## src/pmf_pkg.sv

```systemverilog
// Shared constants, types and controller/datapath command structs of the profile median filter.
package pmf_pkg;

  localparam int MAX_HALF   = 7;
  localparam int COORD_BITS = 24;
  localparam int DEPTH      = 2 * MAX_HALF + 1;
  localparam int IDX_W      = $clog2(DEPTH);
  localparam int CNT_W      = $clog2(DEPTH + 1);
  localparam int HALF_W     = 3;

  typedef logic signed [COORD_BITS-1:0] coord_t;
  typedef logic [IDX_W-1:0]             idx_t;
  typedef logic [CNT_W-1:0]             cnt_t;
  typedef logic [HALF_W-1:0]            half_t;

  localparam half_t HALF_RESET = 3'd2;

  // Commands from the controller to the datapath.
  typedef struct packed {
    logic shift;
    logic count;
    logic rank;
    logic load;
    logic use_med;
    logic run_last;
    logic profile_last;
    idx_t idx;
    idx_t half;
  } pmf_cmd_t;

  // Status from the datapath to the controller.
  typedef struct packed {
    logic out_free;
  } pmf_status_t;

endpackage

```

## src/pmf_if.sv

```systemverilog
// Stream interfaces for profile points in and filtered points out.
interface pmf_in_if;
  import pmf_pkg::*;
  logic   valid;
  logic   ready;
  coord_t x_in;
  coord_t z_in;
  logic   valid_in;
  logic   profile_end;

  modport source (output valid, x_in, z_in, valid_in, profile_end, input ready);
  modport sink   (input valid, x_in, z_in, valid_in, profile_end, output ready);
endinterface

interface pmf_out_if;
  import pmf_pkg::*;
  logic   valid;
  logic   ready;
  coord_t x_out;
  coord_t z_out;
  logic   valid_out;
  logic   run_last;
  logic   profile_last;

  modport source (output valid, x_out, z_out, valid_out, run_last, profile_last, input ready);
  modport sink   (input valid, x_out, z_out, valid_out, run_last, profile_last, output ready);
endinterface

```

## src/pmf_datapath.sv

```systemverilog
// Datapath: point window shift register, rank unit, median registers and output register.
module pmf_datapath (
  input  logic                clk,
  input  logic                rst,
  input  pmf_pkg::coord_t     x_in,
  input  pmf_pkg::coord_t     z_in,
  input  logic                valid_in,
  input  pmf_pkg::pmf_cmd_t   cmd,
  output pmf_pkg::pmf_status_t status,
  output logic                out_valid,
  input  logic                out_ready,
  output pmf_pkg::coord_t     x_out,
  output pmf_pkg::coord_t     z_out,
  output logic                valid_out,
  output logic                run_last,
  output logic                profile_last
);
  import pmf_pkg::*;

  coord_t               wx [DEPTH];
  coord_t               wz [DEPTH];
  logic [DEPTH-1:0]     wv;
  logic [DEPTH-1:0]     win;
  logic [DEPTH-1:0]     less;
  idx_t                 twice_h;
  coord_t               cand_x;
  coord_t               cand_z;
  logic                 cand_v;
  cnt_t                 n_now;
  cnt_t                 rank;
  cnt_t                 n_reg;
  cnt_t                 lo_rank;
  cnt_t                 hi_rank;
  coord_t               lo_z;
  coord_t               hi_z;
  logic signed [COORD_BITS:0] mid_sum;
  coord_t               median;

  // Window shift register, newest point in entry 0.
  always_ff @(posedge clk) begin
    if (cmd.shift) begin
      for (int j = DEPTH - 1; j > 0; j--) begin
        wx[j] <= wx[j-1];
        wz[j] <= wz[j-1];
      end
      wx[0] <= x_in;
      wz[0] <= z_in;
      wv    <= {wv[DEPTH-2:0], valid_in};
    end
  end

  always_comb begin
    twice_h = idx_t'(cmd.half << 1);
    cand_x  = wx[cmd.idx];
    cand_z  = wz[cmd.idx];
    cand_v  = wv[cmd.idx];
    for (int j = 0; j < DEPTH; j++) begin
      win[j]  = wv[j] && (idx_t'(j) <= twice_h);
      less[j] = win[j] && ((wz[j] < cand_z) ||
                           ((wz[j] == cand_z) && (idx_t'(j) < cmd.idx)));
    end
  end

  // Valid count and stable rank of the candidate entry.
  always_comb begin
    n_now = '0;
    rank  = '0;
    for (int j = 0; j < DEPTH; j++) begin
      n_now = n_now + cnt_t'(win[j]);
      rank  = rank + cnt_t'(less[j]);
    end
  end

  assign lo_rank = (n_reg - 1'b1) >> 1;
  assign hi_rank = n_reg >> 1;
  assign mid_sum = {lo_z[COORD_BITS-1], lo_z} + {hi_z[COORD_BITS-1], hi_z};
  assign median  = mid_sum[COORD_BITS:1];

  always_ff @(posedge clk) begin
    if (cmd.count) begin
      n_reg <= n_now;
    end
    if (cmd.rank && cand_v) begin
      if (rank == lo_rank) begin
        lo_z <= cand_z;
      end
      if (rank == hi_rank) begin
        hi_z <= cand_z;
      end
    end
  end

  always_ff @(posedge clk) begin
    if (rst) begin
      out_valid <= 1'b0;
    end else if (cmd.load) begin
      out_valid <= 1'b1;
    end else if (out_ready) begin
      out_valid <= 1'b0;
    end
  end

  always_ff @(posedge clk) begin
    if (cmd.load) begin
      x_out        <= cand_x;
      z_out        <= (cmd.use_med && (n_reg != '0)) ? median : cand_z;
      valid_out    <= cand_v;
      run_last     <= cmd.run_last;
      profile_last <= cmd.profile_last;
    end
  end

  assign status.out_free = !out_valid || out_ready;

endmodule

```

## src/pmf_ctrl.sv

```systemverilog
// Controller: sequences window update, rank pass and emission of result points.
module pmf_ctrl (
  input  logic                 clk,
  input  logic                 rst,
  input  logic                 in_valid,
  input  logic                 in_profile_end,
  output logic                 in_ready,
  input  logic                 cfg_we,
  input  pmf_pkg::half_t       cfg_data,
  output pmf_pkg::pmf_cmd_t    cmd,
  input  pmf_pkg::pmf_status_t status
);
  import pmf_pkg::*;

  typedef enum logic [2:0] {S_IDLE, S_COUNT, S_RANK, S_CENTER, S_FLUSH} state_t;

  state_t state;
  half_t  half_width;
  cnt_t   points_seen;
  idx_t   k;
  logic   end_lat;
  logic   use_med;
  idx_t   h;
  idx_t   twice_h;
  logic   accept;
  cnt_t   seen_next;

  always_comb begin
    h         = (int'(half_width) > MAX_HALF) ? idx_t'(MAX_HALF) : idx_t'(half_width);
    twice_h   = idx_t'(h << 1);
    in_ready  = (state == S_IDLE);
    accept    = in_valid && in_ready;
    seen_next = in_profile_end ? '0 :
                (points_seen < cnt_t'(DEPTH)) ? points_seen + 1'b1 : cnt_t'(DEPTH);
  end

  always_comb begin
    cmd         = '0;
    cmd.shift   = accept;
    cmd.half    = h;
    unique case (state)
      S_IDLE: begin
      end
      S_COUNT: begin
        cmd.count = 1'b1;
      end
      S_RANK: begin
        cmd.rank = 1'b1;
        cmd.idx  = k;
      end
      S_CENTER: begin
        cmd.idx          = h;
        cmd.use_med      = use_med;
        cmd.load         = status.out_free;
        cmd.run_last     = !(end_lat && (h != '0));
        cmd.profile_last = end_lat && (h == '0);
      end
      S_FLUSH: begin
        cmd.idx          = k;
        cmd.load         = status.out_free;
        cmd.run_last     = (k == '0);
        cmd.profile_last = (k == '0);
      end
      default: begin
      end
    endcase
  end

  always_ff @(posedge clk) begin
    if (rst) begin
      state       <= S_IDLE;
      half_width  <= HALF_RESET;
      points_seen <= '0;
      k           <= '0;
      end_lat     <= 1'b0;
      use_med     <= 1'b0;
    end else begin
      if (cfg_we) begin
        half_width <= cfg_data;
      end
      unique case (state)
        S_IDLE: begin
          if (accept) begin
            points_seen <= seen_next;
            end_lat     <= in_profile_end;
            k           <= '0;
            use_med     <= 1'b0;
            if (points_seen >= cnt_t'(twice_h)) begin
              state   <= S_COUNT;
              use_med <= 1'b1;
            end else if (points_seen >= cnt_t'(h)) begin
              state <= S_CENTER;
            end else if (in_profile_end) begin
              state <= S_FLUSH;
              k     <= idx_t'(points_seen);
            end
          end
        end
        S_COUNT: begin
          state <= S_RANK;
        end
        S_RANK: begin
          if (k == twice_h) begin
            state <= S_CENTER;
          end else begin
            k <= k + 1'b1;
          end
        end
        S_CENTER: begin
          if (status.out_free) begin
            if (end_lat && (h != '0)) begin
              state <= S_FLUSH;
              k     <= h - 1'b1;
            end else begin
              state <= S_IDLE;
            end
          end
        end
        S_FLUSH: begin
          if (status.out_free) begin
            if (k == '0) begin
              state <= S_IDLE;
            end else begin
              k <= k - 1'b1;
            end
          end
        end
        default: begin
          state <= S_IDLE;
        end
      endcase
    end
  end

  a_load_when_free: assert property (@(posedge clk) disable iff (rst)
    cmd.load |-> status.out_free)
    else $error("result loaded while the output register is still occupied");

  a_profile_restart: assert property (@(posedge clk) disable iff (rst)
    (accept && in_profile_end) |=> (points_seen == '0))
    else $error("point count not cleared after the last point of a profile");

  a_rank_in_window: assert property (@(posedge clk) disable iff (rst)
    (state == S_RANK) |-> (k <= twice_h))
    else $error("rank pass ran beyond the window");

  a_seen_saturates: assert property (@(posedge clk) disable iff (rst)
    points_seen <= cnt_t'(DEPTH))
    else $error("point count exceeded the window depth");

endmodule

```

## src/profile_masked_median_filter.sv

```systemverilog
// Top level of the masked sliding-window median filter for laser line profiles.
// Points of one line profile arrive on the points channel, one transfer each, and
// filtered points leave on the results channel delayed by h points, where h is
// the half_width register (reset value 2). Each emitted point carries its own x
// and valid flag; its z is the median of the valid z values among the 2h+1 points
// centred on it, the floor of the mean of the two middle values for an even
// count, or the original z when no point of the window is valid. The first and
// last h points of a profile pass unchanged, and the point marked profile_end
// flushes the remaining h points, so that transfer can cause up to h+1 results;
// run_last marks the last result of each input point and profile_last the last
// point of the profile. The block works on one point at a time: a point is
// taken in, then the valid window entries are counted, then a rank pass steps
// through the 2h+1 window entries (one candidate entry ranked against all
// entries in parallel per cycle), and a final step loads the output register.
// Each of the first h points of a profile is only taken in, each of the next h
// points is taken in and loaded without counting or rank pass, and each flushed
// point adds a load of its own; every load waits while the results channel
// stalls. A finished result waits in the output register while the next point
// is already taken in. Write half_width only while the block is idle; a change
// inside a profile applies from the next point on.
module profile_masked_median_filter (
  input  logic           clk,
  input  logic           rst,
  pmf_in_if.sink         points,
  pmf_out_if.source      results,
  input  logic           cfg_we,
  input  pmf_pkg::half_t cfg_data
);
  import pmf_pkg::*;

  pmf_cmd_t    cmd;
  pmf_status_t status;
  logic        in_ready;

  // The controller owns the handshake on the input side and the point count.
  pmf_ctrl u_ctrl (
    .clk            (clk),
    .rst            (rst),
    .in_valid       (points.valid),
    .in_profile_end (points.profile_end),
    .in_ready       (in_ready),
    .cfg_we         (cfg_we),
    .cfg_data       (cfg_data),
    .cmd            (cmd),
    .status         (status)
  );

  assign points.ready = in_ready;

  // The datapath holds the window, the rank unit and the output register.
  pmf_datapath u_datapath (
    .clk          (clk),
    .rst          (rst),
    .x_in         (points.x_in),
    .z_in         (points.z_in),
    .valid_in     (points.valid_in),
    .cmd          (cmd),
    .status       (status),
    .out_valid    (results.valid),
    .out_ready    (results.ready),
    .x_out        (results.x_out),
    .z_out        (results.z_out),
    .valid_out    (results.valid_out),
    .run_last     (results.run_last),
    .profile_last (results.profile_last)
  );

endmodule

```

## src/flat_wrapper.sv

```systemverilog
// flat-port wrapper written by rule: the top's interface ports become plain ports
module profile_masked_median_filter_flat import pmf_pkg::*;
  (clk, rst, cfg_we, cfg_data, points_valid, points_x_in, points_z_in, points_valid_in, points_profile_end, points_ready, results_valid, results_x_out, results_z_out, results_valid_out, results_run_last, results_profile_last, results_ready);
  pmf_in_if points_i ();
  pmf_out_if results_i ();
  input  logic clk;
  input  logic rst;
  input  logic cfg_we;
  input  pmf_pkg::half_t cfg_data;
  input wire logic [$bits(points_i.valid)-1:0] points_valid;
  input wire logic [$bits(points_i.x_in)-1:0] points_x_in;
  input wire logic [$bits(points_i.z_in)-1:0] points_z_in;
  input wire logic [$bits(points_i.valid_in)-1:0] points_valid_in;
  input wire logic [$bits(points_i.profile_end)-1:0] points_profile_end;
  output wire logic [$bits(points_i.ready)-1:0] points_ready;
  output wire logic [$bits(results_i.valid)-1:0] results_valid;
  output wire logic [$bits(results_i.x_out)-1:0] results_x_out;
  output wire logic [$bits(results_i.z_out)-1:0] results_z_out;
  output wire logic [$bits(results_i.valid_out)-1:0] results_valid_out;
  output wire logic [$bits(results_i.run_last)-1:0] results_run_last;
  output wire logic [$bits(results_i.profile_last)-1:0] results_profile_last;
  input wire logic [$bits(results_i.ready)-1:0] results_ready;
  assign points_i.valid = points_valid;
  assign points_i.x_in = points_x_in;
  assign points_i.z_in = points_z_in;
  assign points_i.valid_in = points_valid_in;
  assign points_i.profile_end = points_profile_end;
  assign points_ready = points_i.ready;
  assign results_valid = results_i.valid;
  assign results_x_out = results_i.x_out;
  assign results_z_out = results_i.z_out;
  assign results_valid_out = results_i.valid_out;
  assign results_run_last = results_i.run_last;
  assign results_profile_last = results_i.profile_last;
  assign results_i.ready = results_ready;
  profile_masked_median_filter u_core (.clk(clk), .rst(rst), .points(points_i), .results(results_i), .cfg_we(cfg_we), .cfg_data(cfg_data));
endmodule
```

## config.mk

```make
export PLATFORM = sky130hd
export DESIGN_NAME = profile_masked_median_filter_flat
export DESIGN_NICKNAME = d
export VERILOG_FILES = /design/src/pmf_pkg.sv /design/src/pmf_if.sv /design/src/pmf_datapath.sv /design/src/pmf_ctrl.sv /design/src/profile_masked_median_filter.sv /design/src/flat_wrapper.sv
export SDC_FILE = /design/constraint.sdc
export NUM_CORES = 2
export LEC_CHECK = 0
export BUFFER_PORTS_ARGS = -buffer_cell sky130_fd_sc_hd__buf_2
export CORE_MARGIN = 5
export CORE_UTILIZATION = 50
export CTS_BUF_LIST = sky130_fd_sc_hd__clkbuf_4 sky130_fd_sc_hd__clkbuf_8
export DETAILED_ROUTE_END_ITERATION = 8
export MAX_ROUTING_LAYER = met4
export PLACE_DENSITY = 0.75
export SETUP_SLACK_MARGIN = 0.5
export SLEW_MARGIN = 0
export SYNTH_ARGS = -nofsm -noshare
export SYNTH_HDL_FRONTEND = slang
export SYNTH_SLANG_ARGS = --single-unit
```

## constraint.sdc

```tcl
create_clock -name clk -period 20.8 [get_ports clk]
set_input_delay 1.04 -clock clk [delete_from_list [all_inputs] [get_ports clk]]
set_output_delay 1.04 -clock clk [all_outputs]
set_load 0.05 [all_outputs]
```

==> impl_metrics.py <==
metrics = {
    "worst_setup_path": {
        "cp_slowest_cell": "dfxtp_1",
        "crit_type": "register to register",
        "slowest_delay_ns": 0.99,
        "required_ns": 21.25,
        "worst-r2r-cell-count": 30,
        "regToRegSetupSlack_ns": 8.57,
        "worstPathArrival_ns": 12.68,
        "critPathBufInv": 8,
        "cpMostUsedCell": "fa_1",
        "crit_path_start_kind": "register",
        "rr_endpoint": "u_core.u_datapath.lo_z[7]",
        "critical_path.max_fanout": 88,
        "crit_path_end_kind": "register",
        "regToRegStartpoint": "u_core.u_ctrl.state[0]",
        "path_delay_family": "adder cells",
    },
    "logic_synthesis": {
        "ys_types": 83,
        "synth_ff_type": "edfxtp_1",
        "syn_inst": 3507,
        "synth_largest_area_cell": "edfxtp_1",
        "ys_seq_area_frac": 0.5894,
        "synth_common_cells": "edfxtp_1, nand2_1, ha_1",
        "synthTopCellsByArea": "edfxtp_1, ha_1, nand2_1",
        "synth_most_common_cell": "edfxtp_1",
        "syn_avg_cell_area_sq_um": 12.34,
        "syn_area_sq_um": 43270,
        "synth-seq-cells": 855,
        "synthArstFlopShare": 0,
        "synth_top_area_frac": 0.5815,
        "synth_edf_count": 838,
        "syn_nets": 3987,
        "yosys_warnings": 0,
    },
    "worst_hold_path": {
        "hold_end": "u_core.u_datapath.wz[0][20]",
        "holdPathStages": 1,
        "hp-class": "input port to register",
        "min-delay-start": "points_z_in[20]",
    },
    "global_routing": {
        "use_met3": 0.06312,
        "grtUsageTotal": 0.2515,
        "overflow": 0,
        "use_met1": 0.3589,
        "use_met2": 0.3548,
        "antenna_found_initial": 1,
        "grt_pass1_wl_um": 175800,
        "grt_pass1_vias": 29230,
        "top_usage_layer": "met1",
        "grt_start_max_net_pins": 196,
    },
    "clock_network": {
        "clock_path_buffers": 3,
        "cts_setup_buffers": 0,
        "cts_resized": 0,
        "ctsHoldBuffers": 0,
        "cts-root-buf": "clkbuf_8",
        "cts_buffers": 148,
        "clock_latency_ns": 0.82,
        "clock-sinks": 855,
        "cts_tree": "built",
        "cts-htree-levels": 4,
        "clkTransAtPathRegs_ns": 0.06,
    },
    "pwr": {
        "share_comb_of_total_power": 0.412,
        "p_seq_frac": 0.404,
        "clock_power_share": 0.184,
        "p_total_mw": 8.116,
        "p_leak_nw": 18.50,
        "power_per_cell_area_nw_per_um2": 169.5,
        "switching_share": 0.4109,
        "power_switching_mw": 3.335,
        "ir_drop_mv": 0.08019,
        "p_int_mw": 4.781,
    },
    "detailed_routing": {
        "vias_per_cell": 6.140,
        "drc": 0,
        "first_pass_iters": 6,
        "ant_nets": 0,
        "via_count": 30250,
        "drtIter0Drc": 4053,
        "wire_per_inst_um": 23.74,
        "drt-total-wl_um": 117000,
    },
    "placement": {
        "port_buffers": 110,
        "dpl.hpwl_um": 80210,
        "gp_congestion": 0.9827,
        "dp_cells": 4671,
    },
    "floorplan": {
        "core_area_sq_um": 85550,
        "rows": 107,
        "die_w_um": 304.2,
        "fp.dieH_um": 304.2,
        "dieArea_sq_um": 92530,
        "io_pins": 111,
        "start_util": 0.5058,
    },
    "cells_and_area": {
        "drive_gt1_frac": 0.1185,
        "syn_to_final_growth_pct": 10.66,
        "fin_nets": 4157,
        "fin_cells": 4927,
        "largestRegisters": "u_core.u_datapath.wx x360, u_core.u_datapath.wz x360",
    },
    "sta": {
        "fmax_ghz": 0.08178,
        "timing.final.crit_share": 0.5879,
        "worst_pin_slew_ns": 1.267,
        "final.min_clock_period_ns": 12.23,
        "final_hold_viol_count": 0,
        "skew_ns": 0.04015,
        "setup_viol_count_final": 0,
        "rsz0062_at_grt": "false",
        "drv_slew": 0,
        "slew_headroom": 0.1461,
        "setup-tns-final_ns": 0,
    },
    "status": {
        "status": "complete, no violations",
    },
    "job": {
        "maxCapViolations": 0,
    },
}
-- power by group through the flow --
stage	Combinational (mW)	Sequential, mW	Clock, mW
finish	3.35	3.28	1.49
global route	3.69	3.33	1.60
CTS	3.30	3.25	1.52
detailed placement	3.28	3.28	0
global placement	3.19	3.25	0
floorplan	2.13	3.60	0
-- cell usage in the layout, fill, tap and decap left out, types with 28 or more instances in the layout --
cell,count
buf_4,54
edfxtp_1,838
nor3_1,28
inv_1,83
nor2_1,121
nor2b_1,31
mux2i_1,94
a21oi_1,208
o211ai_1,54
nand4_1,84
nand2_1,624
nand3_1,134
a21o_1,71
clkbuf_8,156
a31oi_1,64
buf_2,110
and3_1,39
clkinv_1,36
clkbuf_4,33
o21ai_0,103
ha_1,400
-- worst max-delay path by stage --
stage,end,start,cells past startpoint,slack [ns]
after floorplan,u_core.u_ctrl.points_seen[2],u_core.u_ctrl.state[0],8,3.79
after global placement,u_core.u_datapath.lo_z[16],u_core.u_ctrl.state[0],31,9.17
after detailed placement,u_core.u_datapath.lo_z[16],u_core.u_ctrl.state[0],30,8.86
after CTS,u_core.u_datapath.lo_z[7],u_core.u_ctrl.state[0],30,8.75
after global routing,u_core.u_datapath.lo_z[7],u_core.u_ctrl.state[0],29,8.07
final,u_core.u_datapath.lo_z[7],u_core.u_ctrl.state[0],30,8.57
-- cells by family (layout without fill, tap and decap cells) --
family	count (synthesis)	count (layout)	share of synthesized area
AOI/OAI and AO/OA	710	710	0.1088
xor gates and xnor gates	37	37	0.007489
adders and majority gates	422	422	0.1258
buffers and inverters	231	506	0.02365
DFF	855	855	0.5894
muxes	111	111	0.02617
other	0	1	0
and+or+nand+nor	1141	1141	0.1186
-- area by class of cell --
| type | instances | area, sq um |
|---|---|---|
| fill | 6882 | 37660 |
| sequential | 855 | 25500 |
| multi-input combinational | 2421 | 16820 |
| clock buffer | 189 | 2395 |
| tap | 1144 | 1431 |
| timing repair buffer | 165 | 975.9 |
| clock inverter | 66 | 417.9 |
| inverter | 86 | 335.3 |
| antenna | 1 | 2.502 |
-- per-layer routing --
metal | share of wire | wire, um
met1 | 0.43 | 50210
met3 | 0.11 | 12710
met5 | 0 | 0
met4 | 0.031 | 3656
met2 | 0.43 | 50410
-- metrics by stage --
step	cell area, sq um	hold slack (ns)	setup WS [ns]	utilization
floorplan	43270	0.4262	3.791	-
global placement	45070	0.4269	9.171	0.5268
detailed placement	45070	0.4313	8.863	0.5268
CTS	47880	0.3414	8.749	0.5597
global route	47890	0.3514	8.065	0.5598
finish	47890	0.4166	8.572	0.5598
-- worst reg2reg max path, delay by kind of cell (launching register included) --
| family | cells | cell delay, ns |
|---|---|---|
| flip-flops | 1 | 0.99 |
| buffers and inverters | 8 | 3.15 |
| AND/OR/NAND/NOR | 7 | 1.87 |
| AO/OA/AOI/OAI | 6 | 1.94 |
| XOR/XNOR | 2 | 0.41 |
| adder cells (fa/ha/maj) | 7 | 3.52 |
Note: power is estimated with default switching activity, not from simulation.
